<file path="src/hdl/nrgfr_pkg.sv">
// ----------------------------------------------------------------------------
// NMEA RMC/GGA field router package
// Field widths, character codes and field codes shared by the router and its
// channel interfaces.
// ----------------------------------------------------------------------------
package nrgfr_pkg;

   localparam int BYTE_W       = 8;
   localparam int FIELD_CODE_W = 5;
   localparam int CHAR_INDEX_W = 3;
   localparam int LENGTH_W     = 7;
   localparam int COUNT_W      = 4;

   // sentence length limit, counting the leading '$'
   localparam logic [LENGTH_W-1:0] MAX_SENTENCE = LENGTH_W'(82);
   localparam logic [COUNT_W-1:0]  LAST_COMMA   = COUNT_W'(10);

   localparam logic [BYTE_W-1:0] ASCII_DOLLAR = 8'h24;
   localparam logic [BYTE_W-1:0] ASCII_COMMA  = 8'h2C;

   typedef enum logic [FIELD_CODE_W-1:0] {
      F_HOUR     = 5'd0,
      F_MINUTE   = 5'd1,
      F_SECOND   = 5'd2,
      F_VALID    = 5'd3,
      F_LATDEG   = 5'd4,
      F_LATMIN   = 5'd5,
      F_LATHEM   = 5'd6,
      F_LONDEG   = 5'd7,
      F_LONMIN   = 5'd8,
      F_LONHEM   = 5'd9,
      F_SPEED    = 5'd10,
      F_DAY      = 5'd11,
      F_MONTH    = 5'd12,
      F_YEAR     = 5'd13,
      F_SATS     = 5'd14,
      F_ACCURACY = 5'd15,
      F_ALTITUDE = 5'd16,
      F_ALTUNIT  = 5'd17,
      F_NONE     = 5'd31
   } field_code_type;

   typedef enum logic [2:0] {
      MODE_IDLE   = 3'b001,
      MODE_HEADER = 3'b010,
      MODE_BODY   = 3'b100
   } mode_type;

   typedef struct packed {
      field_code_type             code;
      logic [CHAR_INDEX_W-1:0]    sub;
   } route_type;

endpackage

</file>
<file path="src/hdl/nrgfr_if.sv">
// ----------------------------------------------------------------------------
// NMEA router channel interfaces
// Valid/ready channels for the byte input and the routed character output.
// ----------------------------------------------------------------------------
interface nrgfr_req_if;
   import nrgfr_pkg::*;

   logic              valid;
   logic              ready;
   logic [BYTE_W-1:0] byte_in;

   modport source (output valid, output byte_in, input ready);
   modport sink   (input valid, input byte_in, output ready);
endinterface

interface nrgfr_rsp_if;
   import nrgfr_pkg::*;

   logic                    valid;
   logic                    ready;
   logic                    sentence_kind;
   logic [FIELD_CODE_W-1:0] field_code;
   logic [CHAR_INDEX_W-1:0] char_index;
   logic [BYTE_W-1:0]       char_value;

   modport source (output valid, output sentence_kind, output field_code,
                   output char_index, output char_value, input ready);
   modport sink   (input valid, input sentence_kind, input field_code,
                   input char_index, input char_value, output ready);
endinterface

</file>
<file path="src/hdl/nmea_rmc_gga_field_router.sv">
// ----------------------------------------------------------------------------
// NMEA RMC/GGA field router
// Parses $GPRMC and $GPGGA sentences and emits each captured character with
// its field code and index within the field.
// ----------------------------------------------------------------------------
// One byte is taken per cycle and its routed character, if any, appears in the
// output register on the next cycle. The decode of a byte is a single pass
// through the header/comma state and a small routing table, so the input keeps
// taking a byte every cycle as long as the output register is empty or being
// drained in the same cycle. A '$' restarts parsing at any time; a header not
// starting GPRMC/GPGGA is dropped until the next '$'. Sentences are cut off after
// MAX_LENGTH bytes (82 by default) or after the first character of field ten.
module nmea_rmc_gga_field_router #(
   parameter logic [nrgfr_pkg::LENGTH_W-1:0] MAX_LENGTH = nrgfr_pkg::MAX_SENTENCE
) (
   input logic          clock,
   input logic          reset,
   nrgfr_req_if.sink    req,
   nrgfr_rsp_if.source  rsp
);
   import nrgfr_pkg::*;

   mode_type                mode_ff, mode_in;
   logic                    rmc_match_ff, rmc_match_in;
   logic                    gga_match_ff, gga_match_in;
   logic                    kind_gga_ff, kind_gga_in;
   logic [COUNT_W-1:0]      comma_ff, comma_in;
   logic [COUNT_W-1:0]      cif_ff, cif_in;
   logic [LENGTH_W-1:0]     length_ff, length_in;

   logic                    rsp_valid_ff, rsp_valid_in;
   logic                    rsp_kind_ff;
   field_code_type          rsp_code_ff;
   logic [CHAR_INDEX_W-1:0] rsp_index_ff;
   logic [BYTE_W-1:0]       rsp_char_ff;

   logic                    accept;
   logic                    emit;
   route_type               route_sel;
   logic [BYTE_W-1:0]       b;

   // two/two/two split used by time and date
   function automatic route_type split_triple(input logic [COUNT_W-1:0] idx,
                                              input field_code_type base);
      route_type r;
      r.code = F_NONE;
      r.sub  = '0;
      if (idx < 4'd2) begin
         r.code = base;
         r.sub  = idx[CHAR_INDEX_W-1:0];
      end else if (idx < 4'd4) begin
         r.code = field_code_type'(base + 5'd1);
         r.sub  = CHAR_INDEX_W'(idx - 4'd2);
      end else if (idx < 4'd6) begin
         r.code = field_code_type'(base + 5'd2);
         r.sub  = CHAR_INDEX_W'(idx - 4'd4);
      end
      return r;
   endfunction

   function automatic route_type route(input logic gga,
                                       input logic [COUNT_W-1:0] fld,
                                       input logic [COUNT_W-1:0] idx);
      route_type           r;
      logic [COUNT_W-1:0]  pos_fld;
      r.code  = F_NONE;
      r.sub   = '0;
      pos_fld = '0;
      if (fld == 4'd1) begin
         r = split_triple(idx, F_HOUR);
      end else if (!gga && fld == 4'd2) begin
         if (idx == 4'd0) r.code = F_VALID;
      end else if (!gga && fld == 4'd7) begin
         r.sub = idx[CHAR_INDEX_W-1:0];
         if (idx < 4'd5) r.code = F_SPEED;
      end else if (!gga && fld == 4'd9) begin
         r = split_triple(idx, F_DAY);
      end else if (gga && fld == 4'd7) begin
         r.sub = idx[CHAR_INDEX_W-1:0];
         if (idx < 4'd2) r.code = F_SATS;
      end else if (gga && fld == 4'd8) begin
         r.sub = idx[CHAR_INDEX_W-1:0];
         if (idx < 4'd3) r.code = F_ACCURACY;
      end else if (gga && fld == 4'd9) begin
         r.sub = idx[CHAR_INDEX_W-1:0];
         if (idx < 4'd5) r.code = F_ALTITUDE;
      end else if (gga && fld == 4'd10) begin
         if (idx == 4'd0) r.code = F_ALTUNIT;
      end else begin
         // RMC carries latitude/longitude one field later than GGA
         pos_fld = gga ? fld : fld - 4'd1;
         if (!gga && (fld < 4'd3 || fld > 4'd6)) pos_fld = '0;
         unique case (pos_fld)
            4'd2: begin
               if (idx < 4'd2) begin
                  r.code = F_LATDEG;
                  r.sub  = idx[CHAR_INDEX_W-1:0];
               end else if (idx < 4'd9) begin
                  r.code = F_LATMIN;
                  r.sub  = CHAR_INDEX_W'(idx - 4'd2);
               end
            end
            4'd3: if (idx == 4'd0) r.code = F_LATHEM;
            4'd4: begin
               if (idx < 4'd3) begin
                  r.code = F_LONDEG;
                  r.sub  = idx[CHAR_INDEX_W-1:0];
               end else if (idx < 4'd10) begin
                  r.code = F_LONMIN;
                  r.sub  = CHAR_INDEX_W'(idx - 4'd3);
               end
            end
            4'd5: if (idx == 4'd0) r.code = F_LONHEM;
            default: r.code = F_NONE;
         endcase
      end
      return r;
   endfunction

   function automatic logic [BYTE_W-1:0] tag_char(input logic gga,
                                                  input logic [2:0] pos);
      logic [BYTE_W-1:0] c;
      unique case (pos)
         3'd1:    c = "G";
         3'd2:    c = "P";
         3'd3:    c = gga ? "G" : "R";
         3'd4:    c = gga ? "G" : "M";
         3'd5:    c = gga ? "A" : "C";
         default: c = '0;
      endcase
      return c;
   endfunction

   assign req.ready = !rsp_valid_ff || rsp.ready;
   assign accept    = req.valid && req.ready;
   assign b         = req.byte_in;

   always_comb begin
      mode_in      = mode_ff;
      rmc_match_in = rmc_match_ff;
      gga_match_in = gga_match_ff;
      kind_gga_in  = kind_gga_ff;
      comma_in     = comma_ff;
      cif_in       = cif_ff;
      length_in    = length_ff;
      emit         = 1'b0;
      route_sel    = route(kind_gga_ff, comma_ff, cif_ff);

      if (b == ASCII_DOLLAR) begin
         mode_in      = MODE_HEADER;
         rmc_match_in = 1'b1;
         gga_match_in = 1'b1;
         comma_in     = '0;
         cif_in       = '0;
         length_in    = LENGTH_W'(1);
      end else if (mode_ff == MODE_HEADER || mode_ff == MODE_BODY) begin
         if (length_ff >= MAX_LENGTH) begin
            mode_in = MODE_IDLE;
         end else begin
            if (length_ff != '1) length_in = length_ff + LENGTH_W'(1);
            if (mode_ff == MODE_HEADER) begin
               if (b == ASCII_COMMA) begin
                  if (length_ff >= LENGTH_W'(6) && (rmc_match_ff || gga_match_ff)) begin
                     kind_gga_in = gga_match_ff;
                     mode_in     = MODE_BODY;
                     comma_in    = COUNT_W'(1);
                     cif_in      = '0;
                  end else begin
                     mode_in = MODE_IDLE;
                  end
               end else if (length_ff >= LENGTH_W'(1) && length_ff <= LENGTH_W'(5)) begin
                  if (b != tag_char(1'b0, length_ff[2:0])) rmc_match_in = 1'b0;
                  if (b != tag_char(1'b1, length_ff[2:0])) gga_match_in = 1'b0;
               end
            end else if (comma_ff >= LAST_COMMA) begin
               // first byte of field ten closes the sentence
               mode_in        = MODE_IDLE;
               emit           = (b != ASCII_COMMA) && kind_gga_ff;
               route_sel.code = F_ALTUNIT;
               route_sel.sub  = '0;
            end else if (b == ASCII_COMMA) begin
               comma_in = comma_ff + COUNT_W'(1);
               cif_in   = '0;
            end else begin
               if (cif_ff != '1) cif_in = cif_ff + COUNT_W'(1);
               emit = (route_sel.code != F_NONE);
            end
         end
      end
   end

   always_comb begin
      rsp_valid_in = rsp_valid_ff;
      if (accept) begin
         rsp_valid_in = emit;
      end else if (rsp.ready) begin
         rsp_valid_in = 1'b0;
      end
   end

   always_ff @(posedge clock) begin
      if (reset) begin
         mode_ff      <= MODE_IDLE;
         rmc_match_ff <= 1'b0;
         gga_match_ff <= 1'b0;
         kind_gga_ff  <= 1'b0;
         comma_ff     <= '0;
         cif_ff       <= '0;
         length_ff    <= '0;
         rsp_valid_ff <= 1'b0;
      end else begin
         rsp_valid_ff <= rsp_valid_in;
         if (accept) begin
            mode_ff      <= mode_in;
            rmc_match_ff <= rmc_match_in;
            gga_match_ff <= gga_match_in;
            kind_gga_ff  <= kind_gga_in;
            comma_ff     <= comma_in;
            cif_ff       <= cif_in;
            length_ff    <= length_in;
         end
      end
   end

   always_ff @(posedge clock) begin
      if (accept && emit) begin
         rsp_kind_ff  <= kind_gga_ff;
         rsp_code_ff  <= route_sel.code;
         rsp_index_ff <= route_sel.sub;
         rsp_char_ff  <= b;
      end
   end

   assign rsp.valid         = rsp_valid_ff;
   assign rsp.sentence_kind = rsp_kind_ff;
   assign rsp.field_code    = rsp_code_ff;
   assign rsp.char_index    = rsp_index_ff;
   assign rsp.char_value    = rsp_char_ff;

   a_code_range: assert property (@(posedge clock) disable iff (reset)
      rsp_valid_ff |-> rsp_code_ff <= F_ALTUNIT)
      else $error("routed word carries an unused field code");

   a_gga_only: assert property (@(posedge clock) disable iff (reset)
      rsp_valid_ff && (rsp_code_ff == F_ALTUNIT || rsp_code_ff == F_SATS ||
                       rsp_code_ff == F_ACCURACY || rsp_code_ff == F_ALTITUDE)
      |-> rsp_kind_ff)
      else $error("GGA-only field routed from an RMC sentence");

   a_dollar_restart: assert property (@(posedge clock) disable iff (reset)
      accept && b == ASCII_DOLLAR |=> mode_ff == MODE_HEADER &&
                                      length_ff == LENGTH_W'(1) && comma_ff == '0)
      else $error("dollar did not restart the sentence");

   a_comma_bound: assert property (@(posedge clock) disable iff (reset)
      comma_ff <= LAST_COMMA)
      else $error("comma count ran past field ten");

   a_header_no_word: assert property (@(posedge clock) disable iff (reset)
      accept && mode_ff != MODE_BODY |=> !rsp_valid_ff)
      else $error("word emitted outside the sentence body");

endmodule

</file>
<file path="src/flat_wrapper.sv">
// flat-port wrapper written by rule: the top's interface ports become plain ports
module nmea_rmc_gga_field_router_flat import nrgfr_pkg::*;
#(
   parameter logic [nrgfr_pkg::LENGTH_W-1:0] MAX_LENGTH = nrgfr_pkg::MAX_SENTENCE
)
  (clock, reset, req_valid, req_byte_in, req_ready, rsp_valid, rsp_sentence_kind, rsp_field_code, rsp_char_index, rsp_char_value, rsp_ready);
  nrgfr_req_if req_i ();
  nrgfr_rsp_if rsp_i ();
  input logic clock;
  input logic reset;
  input wire logic [$bits(req_i.valid)-1:0] req_valid;
  input wire logic [$bits(req_i.byte_in)-1:0] req_byte_in;
  output wire logic [$bits(req_i.ready)-1:0] req_ready;
  output wire logic [$bits(rsp_i.valid)-1:0] rsp_valid;
  output wire logic [$bits(rsp_i.sentence_kind)-1:0] rsp_sentence_kind;
  output wire logic [$bits(rsp_i.field_code)-1:0] rsp_field_code;
  output wire logic [$bits(rsp_i.char_index)-1:0] rsp_char_index;
  output wire logic [$bits(rsp_i.char_value)-1:0] rsp_char_value;
  input wire logic [$bits(rsp_i.ready)-1:0] rsp_ready;
  assign req_i.valid = req_valid;
  assign req_i.byte_in = req_byte_in;
  assign req_ready = req_i.ready;
  assign rsp_valid = rsp_i.valid;
  assign rsp_sentence_kind = rsp_i.sentence_kind;
  assign rsp_field_code = rsp_i.field_code;
  assign rsp_char_index = rsp_i.char_index;
  assign rsp_char_value = rsp_i.char_value;
  assign rsp_i.ready = rsp_ready;
  nmea_rmc_gga_field_router #(.MAX_LENGTH(MAX_LENGTH)) u_core (.clock(clock), .reset(reset), .req(req_i), .rsp(rsp_i));
endmodule
</file>
<file path="config.mk">
export PLATFORM = sky130hd
export DESIGN_NAME = nmea_rmc_gga_field_router_flat
export DESIGN_NICKNAME = d
export VERILOG_FILES = /design/src/hdl/nrgfr_pkg.sv /design/src/hdl/nrgfr_if.sv /design/src/hdl/nmea_rmc_gga_field_router.sv /design/src/flat_wrapper.sv
export SDC_FILE = /design/constraint.sdc
export NUM_CORES = 1
export LEC_CHECK = 0
export BUFFER_PORTS_ARGS = -buffer_cell sky130_fd_sc_hd__buf_2
export CORE_MARGIN = 3
export CORE_UTILIZATION = 55
export DETAILED_ROUTE_END_ITERATION = 10
export PLACE_DENSITY = 0.78
export SYNTH_ARGS = -nofsm -noshare
export SYNTH_HDL_FRONTEND = slang
export SYNTH_SLANG_ARGS = --single-unit
</file>
<file path="constraint.sdc">
create_clock -name clock -period 4.05 [get_ports clock]
set_clock_uncertainty 0.05 [all_clocks]
set_input_delay 0.405 -clock clock [delete_from_list [all_inputs] [get_ports clock]]
set_output_delay 0.405 -clock clock [all_outputs]
set_load 0.005 [all_outputs]
</file>
* Word-level counts from Yosys, hierarchy flattened
Index checks and enable logic that the tools add are counted.
** Cells by class
- Multiplexer cells :: 109
- Reduce and logical (&&, ||, !) cells :: 38
- $lt $le $gt $ge :: 14
- Add/sub/neg operators :: 7
- Bitwise gates (word level) :: 2
- Equal/unequal tests :: 31
** Operators by type and width (count)
- 8-bit 2-to-1 mux :: 33
- 4-bit 2-to-1 mux :: 29
- 5-bit 2-to-1 mux :: 8
- 7-bit one-hot mux with 5 select lines :: 1
- 7-bit AND reduction :: 5
- 7-bit 2-to-1 mux :: 4
- 3-bit 2-to-1 mux :: 9
- 1-bit 2-to-1 mux :: 22
- 7-bit one-hot mux with 3 select lines :: 1
- 5-bit one-hot mux with 4 select lines :: 1
- 8-bit by 6-bit equality test with 1-bit output, second input constant :: 2
- 8-bit != test :: 2
- 2-bit nonzero test :: 7
- 1-bit logical AND :: 13
- 4-bit by 2-bit equality test with 1-bit output, second input constant :: 3
- 4-bit by 3-bit equality test with 1-bit output, second input constant :: 3
- 4-bit equality test, second input constant :: 3
- 4-bit by 2-bit < comparator with 1-bit output, second input constant :: 3
- 4-bit by 3-bit < comparator with 1-bit output, second input constant :: 3
- 3-bit by 2-bit equality test with 1-bit output, second input constant :: 3
- 3-bit equality test, second input constant :: 3
- 4-bit by 1-bit adder with 4-bit output, second input constant :: 2
- 4-bit < comparator, second input constant :: 2
- 8-bit by 6-bit != test with 1-bit output, second input constant :: 1
- other kinds (28) :: 38
** Storage, ports and cells
- Bits of input ports :: 12
- Register bits :: 39
- Logic and storage cells :: 213

* Logic depth before layout (Yosys ltp)
- Word-level depth :: 30
- Depth in mapped cells :: 11
- Gate-level depth less buffers :: 9

* Worst setup path after synthesis
No wires, ideal clock.
- Path type :: flip-flop to flip-flop
- Start point :: register u_core.comma_ff[0]
- End point :: register u_core.rsp_index_ff[0], in the netlist u_core.rsp.char_index[0] (enable)
- Period minus slack after synthesis :: 3583 ps
- Data arrival time :: 3136 ps
- Setup slack :: 467 ps
- Path buffers :: 1
- Cell stages (with the launch flop) :: 11
- Cells stage by stage :: dfxtp_1 > clkbuf_1 > inv_1 > ha_1 > or4_1 > o211a_2 > o31ai_1 > a22oi_1 > nor3_1 > a21oi_1 > a21oi_1
** On the way
- Longest elaborated chain between the ends :: 30
** Ends and longest elaborated chain
- start, declared :: line nmea_rmc_gga_field_router.sv:27 : logic [COUNT_W-1:0] comma_ff, comma_in;
- start signal, assigned :: line nmea_rmc_gga_field_router.sv:218 : comma_ff <= comma_in;
- 4-bit by 2-bit < comparator with 1-bit output / 4-bit by 3-bit greater-than comparator with 1-bit output (equally long branches) :: line nmea_rmc_gga_field_router.sv:92 : if (!gga && (fld < 4'd3 || fld > 4'd6)) pos_fld = '0;
- 1-bit logical OR :: line nmea_rmc_gga_field_router.sv:92
- 1-bit logical AND :: line nmea_rmc_gga_field_router.sv:92
- 4-bit 2-to-1 mux :: line nmea_rmc_gga_field_router.sv:92
- 4-bit 2-to-1 mux :: line nmea_rmc_gga_field_router.sv:87 : end else if (gga && fld == 4'd10) begin
- 4-bit 2-to-1 mux :: line nmea_rmc_gga_field_router.sv:84 : end else if (gga && fld == 4'd9) begin
- 4-bit 2-to-1 mux :: line nmea_rmc_gga_field_router.sv:81 : end else if (gga && fld == 4'd8) begin
- 4-bit 2-to-1 mux :: line nmea_rmc_gga_field_router.sv:78 : end else if (gga && fld == 4'd7) begin
- [14 not listed]
- 5-bit != test :: line nmea_rmc_gga_field_router.sv:186 : emit = (route_sel.code != F_NONE);
- 1-bit 2-to-1 mux :: line nmea_rmc_gga_field_router.sv:181 : end else if (b == ASCII_COMMA) begin
- 1-bit 2-to-1 mux (*) :: line nmea_rmc_gga_field_router.sv:175 : end else if (comma_ff >= LAST_COMMA) begin
- 1-bit 2-to-1 mux (*) :: line nmea_rmc_gga_field_router.sv:161 : if (mode_ff == MODE_HEADER) begin
- 1-bit 2-to-1 mux (*) :: line nmea_rmc_gga_field_router.sv:157 : if (length_ff >= MAX_LENGTH) begin
- 1-bit 2-to-1 mux (*) :: line nmea_rmc_gga_field_router.sv:156 : end else if (mode_ff == MODE_HEADER || mode_ff == MODE_BODY) begin
- 1-bit 2-to-1 mux (*) :: line nmea_rmc_gga_field_router.sv:149 : if (b == ASCII_DOLLAR) begin
- 1-bit logical AND (*) :: line nmea_rmc_gga_field_router.sv:226 : if (accept && emit) begin
- end signal, assigned :: line nmea_rmc_gga_field_router.sv:229 : rsp_index_ff <= route_sel.sub;
- end, declared :: line nmea_rmc_gga_field_router.sv:34 : logic [CHAR_INDEX_W-1:0] rsp_index_ff;
Mark *: on every way between the ends. The rest lies on a longest branch, timed or not. The select of a mux whose other input is x is not followed.
A chain may end at the register's enable or synchronous reset.

* Worst setup path in the final report
- Start point :: register u_core.comma_ff[0]
- End point :: register u_core.rsp_char_ff[3], in the netlist u_core.rsp.char_value[3] (enable)
** On the way
- Longest elaborated chain between the ends :: 30
** Ends and longest elaborated chain
- 4-bit by 2-bit < comparator with 1-bit output / 4-bit by 3-bit greater-than comparator with 1-bit output (equally long branches) :: line nmea_rmc_gga_field_router.sv:92
- 1-bit logical OR :: line nmea_rmc_gga_field_router.sv:92
- 1-bit logical AND :: line nmea_rmc_gga_field_router.sv:92
- 4-bit 2-to-1 mux :: line nmea_rmc_gga_field_router.sv:92
- 4-bit 2-to-1 mux :: line nmea_rmc_gga_field_router.sv:87
- 4-bit 2-to-1 mux :: line nmea_rmc_gga_field_router.sv:84
- 4-bit 2-to-1 mux :: line nmea_rmc_gga_field_router.sv:81
- 4-bit 2-to-1 mux :: line nmea_rmc_gga_field_router.sv:78
- [14 not listed]
- 5-bit != test :: line nmea_rmc_gga_field_router.sv:186
- 1-bit 2-to-1 mux :: line nmea_rmc_gga_field_router.sv:181
- 1-bit 2-to-1 mux (*) :: line nmea_rmc_gga_field_router.sv:175
- 1-bit 2-to-1 mux (*) :: line nmea_rmc_gga_field_router.sv:161
- 1-bit 2-to-1 mux (*) :: line nmea_rmc_gga_field_router.sv:157
- 1-bit 2-to-1 mux (*) :: line nmea_rmc_gga_field_router.sv:156
- 1-bit 2-to-1 mux (*) :: line nmea_rmc_gga_field_router.sv:149
- 1-bit logical AND (*) :: line nmea_rmc_gga_field_router.sv:226
- end signal, assigned :: line nmea_rmc_gga_field_router.sv:230 : rsp_char_ff <= b;
- end, declared :: line nmea_rmc_gga_field_router.sv:35 : logic [BYTE_W-1:0] rsp_char_ff;
Marks and branches as above.

==> flow_summary_export.csv <==
group,metric,value,unit
setup_path,worstPathArrival,3.20,ns
setup_path,reg2reg_depth,10,
timing,slew_viol_final,0,
final_layout,layout.nets,445,
pwr,p_leak,1.24,nW
synth,netlist.top_cell.by_area,"sky130_fd_sc_hd__edfxtp_1",
worst_hold_path,whs_path_depth,1,
timing,setup_viol,0,
clock_tree,path_clk_slew,0.08,ns
placed_design,worst_setup_slack_post_dpl,0.913,ns
synth,ys_dominant_reg_cell,"sky130_fd_sc_hd__dfxtp_1",
floorplan,die_h,81.9,um
floorplan,dieArea,6700,um2
synth,ys_top_cells_by_area,"sky130_fd_sc_hd__edfxtp_1 16%, sky130_fd_sc_hd__dfxtp_1 14%, sky130_fd_sc_hd__a21oi_1 5.7%, sky130_fd_sc_hd__nor2_1 5.6%, sky130_fd_sc_hd__ha_1 5.5%",
setup_path,critPathLaunch,"u_core.comma_ff[0]",
final_layout,antenna_cells_inserted,0,
placed_design,buffer_ports.inserted,30,
global_route,grt_overflow,0,
synth,syn_inst,397,
floorplan,initial_utilization,59.3,%
clock_tree,cts_tree,"yes",
synth,synth.top_cell.area_share,16.1,%
synth,ys_warnings,0,
synth,sequential_cell_area_fraction_in_the_yosys_report,30.0,%
timing,timing.setup.tns,0,ns
timing,layout_worst_path_cycle_share,80.5,%
final_layout,area_growth,8.97,%
pwr,design_power_total,0.762,mW
status,result_of_the_run,"finished, final reports clean",
synth,ys_seq_elements,39,
clock_tree,clkSinkCount,39,
final_layout,final.fill_count,459,
routing,wl_per_cell,16.1,um
setup_path,crit_path_end_kind,"flop",
synth,async_sr_flop_fraction,0,%
clock_tree,clk_latency,0.30,ns
clock_tree,cts_hold_buffers,0,
timing,max-slew-margin-rel,41.9,%
pwr,peakVddDrop,132,uV
timing,worst_pin_slew,0.870,ns
routing,postRouteAntennaNets,0,
clock_tree,cts_buffer_count,5,
floorplan,io_pins,31,
final_layout,fin_area,3450,um2
routing,drt_wl_total,7.91,mm
worst_hold_path,hold_path.class,"in -> reg",
routing,drt_iter0_markers,419,
setup_path,timing.setup.critical_path_class,"reg -> reg",
global_route,first_global_vias,2848,
job,max_cap_viol_count,0,
setup_path,timing.rr.start,"u_core.comma_ff[0]",
floorplan,die_w,81.9,um
synth,postSynthNetCount,423,
synth,synth_common_cells,"47 x sky130_fd_sc_hd__nor2_1, 36 x sky130_fd_sc_hd__a21oi_1, 30 x sky130_fd_sc_hd__nand2_1",
setup_path,cp_data_required_time,3.99,ns
timing,rsz0062_at_grt,"no",
global_route,track_usage,24.9,%
worst_hold_path,timing.hold.worst.start,"req_byte_in[7]",
routing,routed-via-count,3149,
global_route,maximum_number_of_pins_on_one_net_before_global_route_repair,29,
placed_design,routabilityCongestion,1.04,
global_route,grt_antenna_before_repair,0,
timing,timing.final.ws_setup,0.790,ns
synth,postSynthAreaPerCell,7.97,um2
routing,drt_pass1_iterations,5,
clock_tree,htree_levels,2,
placed_design,placedInstanceArea,3340,um2
clock_tree,clockRootBuffer,"sky130_fd_sc_hd__clkbuf_8",
routing,number_of_vias_per_cell,6.43,
synth,syn_area,3170,um2
timing,report.final.hold_viol_count,0,
setup_path,critical_path_peak_fanout,17,
timing,final.hold.worst_slack,0.288,ns
clock_tree,post_cts_setup_buffer_count,0,
floorplan,placeable_core_region,5340,um2
timing,finalWorstPathRequiredPeriod,3.26,ns
setup_path,worst_setup_path_start_kind,"flop",
clock_tree,cts_repair_resize_count,0,
final_layout,drive_gt1_share,12.9,%
clock_tree,max-clock-path-buffers,2,
synth,yosys.cell_types.count,76,
timing,achievable-frequency,307,MHz
synth,synth_most_common_cell,"sky130_fd_sc_hd__nor2_1",
routing,number_of_remaining_drc_errors,0,
floorplan,floorplan.rows,26,
placed_design,dp_hpwl,5.97,mm
global_route,grt_pass1_wl,13.2,mm
synth,count_of_flip_flops_with_a_built_in_enable_after_synthesis,17,
pwr,power_per_cell_area,221,nW/um2
[placed cells by master, fill, tap and decap left out, types with 3 or more instances in the layout]
| cell type | count |
|---|---|
| sky130_fd_sc_hd__o31ai_1 | 7 |
| sky130_fd_sc_hd__xnor2_1 | 4 |
| sky130_fd_sc_hd__o21a_1 | 4 |
| sky130_fd_sc_hd__or4bb_1 | 3 |
| sky130_fd_sc_hd__nand4_1 | 4 |
| sky130_fd_sc_hd__nand3_1 | 16 |
| sky130_fd_sc_hd__dfxtp_1 | 22 |
| sky130_fd_sc_hd__o21ai_0 | 23 |
| sky130_fd_sc_hd__a211o_1 | 4 |
| sky130_fd_sc_hd__nor3_1 | 15 |
| sky130_fd_sc_hd__edfxtp_1 | 17 |
| sky130_fd_sc_hd__and2_1 | 6 |
| sky130_fd_sc_hd__nand3b_1 | 4 |
| sky130_fd_sc_hd__o211ai_1 | 6 |
| sky130_fd_sc_hd__nand2_1 | 30 |
| sky130_fd_sc_hd__nor2_1 | 47 |
| sky130_fd_sc_hd__o21ai_1 | 6 |
| sky130_fd_sc_hd__buf_2 | 30 |
| sky130_fd_sc_hd__a221o_1 | 3 |
| sky130_fd_sc_hd__or3_1 | 5 |
| sky130_fd_sc_hd__inv_1 | 16 |
| sky130_fd_sc_hd__clkbuf_8 | 5 |
| sky130_fd_sc_hd__nand2b_1 | 5 |
| sky130_fd_sc_hd__ha_1 | 14 |
| sky130_fd_sc_hd__xor2_1 | 8 |
| sky130_fd_sc_hd__and3_1 | 3 |
| sky130_fd_sc_hd__nor2b_1 | 12 |
| sky130_fd_sc_hd__a31oi_1 | 7 |
| sky130_fd_sc_hd__a21oi_1 | 36 |
[registers in the layout, indices dropped and copies added, names as in the netlist]
name and count:
u_core.cif_ff 4, u_core.rsp.field_code 5, u_core.rsp.valid 1, u_core.rsp.char_value 8, u_core.mode_ff 3, u_core.rsp.sentence_kind 1
u_core.comma_ff 4, u_core.rsp.char_index 3, u_core.rmc_match_ff 1, u_core.gga_match_ff 1, u_core.kind_gga_ff 1, u_core.length_ff 7
[cell type report]
class / instances / area [um2] / area share (%)
Clock buffer: 5 / 68.8 / 1.99
Tap cell: 70 / 87.6 / 2.54
Timing Repair Buffer: 31 / 158 / 4.57
Clock inverter: 3 / 43.8 / 1.27
Sequential cell: 39 / 951 / 27.6
Multi-Input combinational cell: 325 / 2080 / 60.2
Inverter: 17 / 63.8 / 1.85
[critical path, cell delays in order, from the launching register on]
cell                       delay (ns)
sky130_fd_sc_hd__dfxtp_1         0.54
sky130_fd_sc_hd__inv_1           0.20
sky130_fd_sc_hd__ha_1            0.41
sky130_fd_sc_hd__nor2b_1         0.17
sky130_fd_sc_hd__a211oi_1        0.33
sky130_fd_sc_hd__a211o_1         0.25
sky130_fd_sc_hd__o211ai_1        0.10
sky130_fd_sc_hd__o31ai_1         0.33
sky130_fd_sc_hd__a21oi_1         0.11
sky130_fd_sc_hd__a21oi_1         0.18
sky130_fd_sc_hd__buf_4           0.26
[stage by stage]
stage	instances	util (%)
2_1_floorplan	397	-
3_3_place_gp	482	62.5
3_5_place_dp	482	62.5
4_1_cts	490	64.7
5_1_grt	490	64.7
6_report	490	64.7
[final timing paths]
path | end | slack (ns)
min | u_core.rsp.char_value[7] | 0.29
max reg2reg | u_core.rsp.char_value[3] | 0.79
max | u_core.rsp.char_value[3] | 0.79
min reg2reg | u_core.rmc_match_ff | 0.46
[power by group]
group / switching [mW] / internal (mW)
registers: 0.000169 / 0.408
logic: 0.0192 / 0.00916
clock network: 0.142 / 0.183
[routing by layer]
layer	vias to the layer above	GRT usage, %	routed length (um)
li1	1526	-	-
met1	1459	33.8	3520
met2	150	39.6	3670
met3	14	3.73	595
met4	0	9.80	118
met5	-	0	0
[logic make-up after synthesis]
group,synth area share (%)
AO/OA/AOI/OAI,26.1
adder cells (fa/ha/maj),5.53
buffers and inverters,4.35
AND/OR/NAND/NOR,30.4
multiplexers,0.316
XOR/XNOR,3.32
flip-flops,30.0
Power figures use the tool's default switching activity.
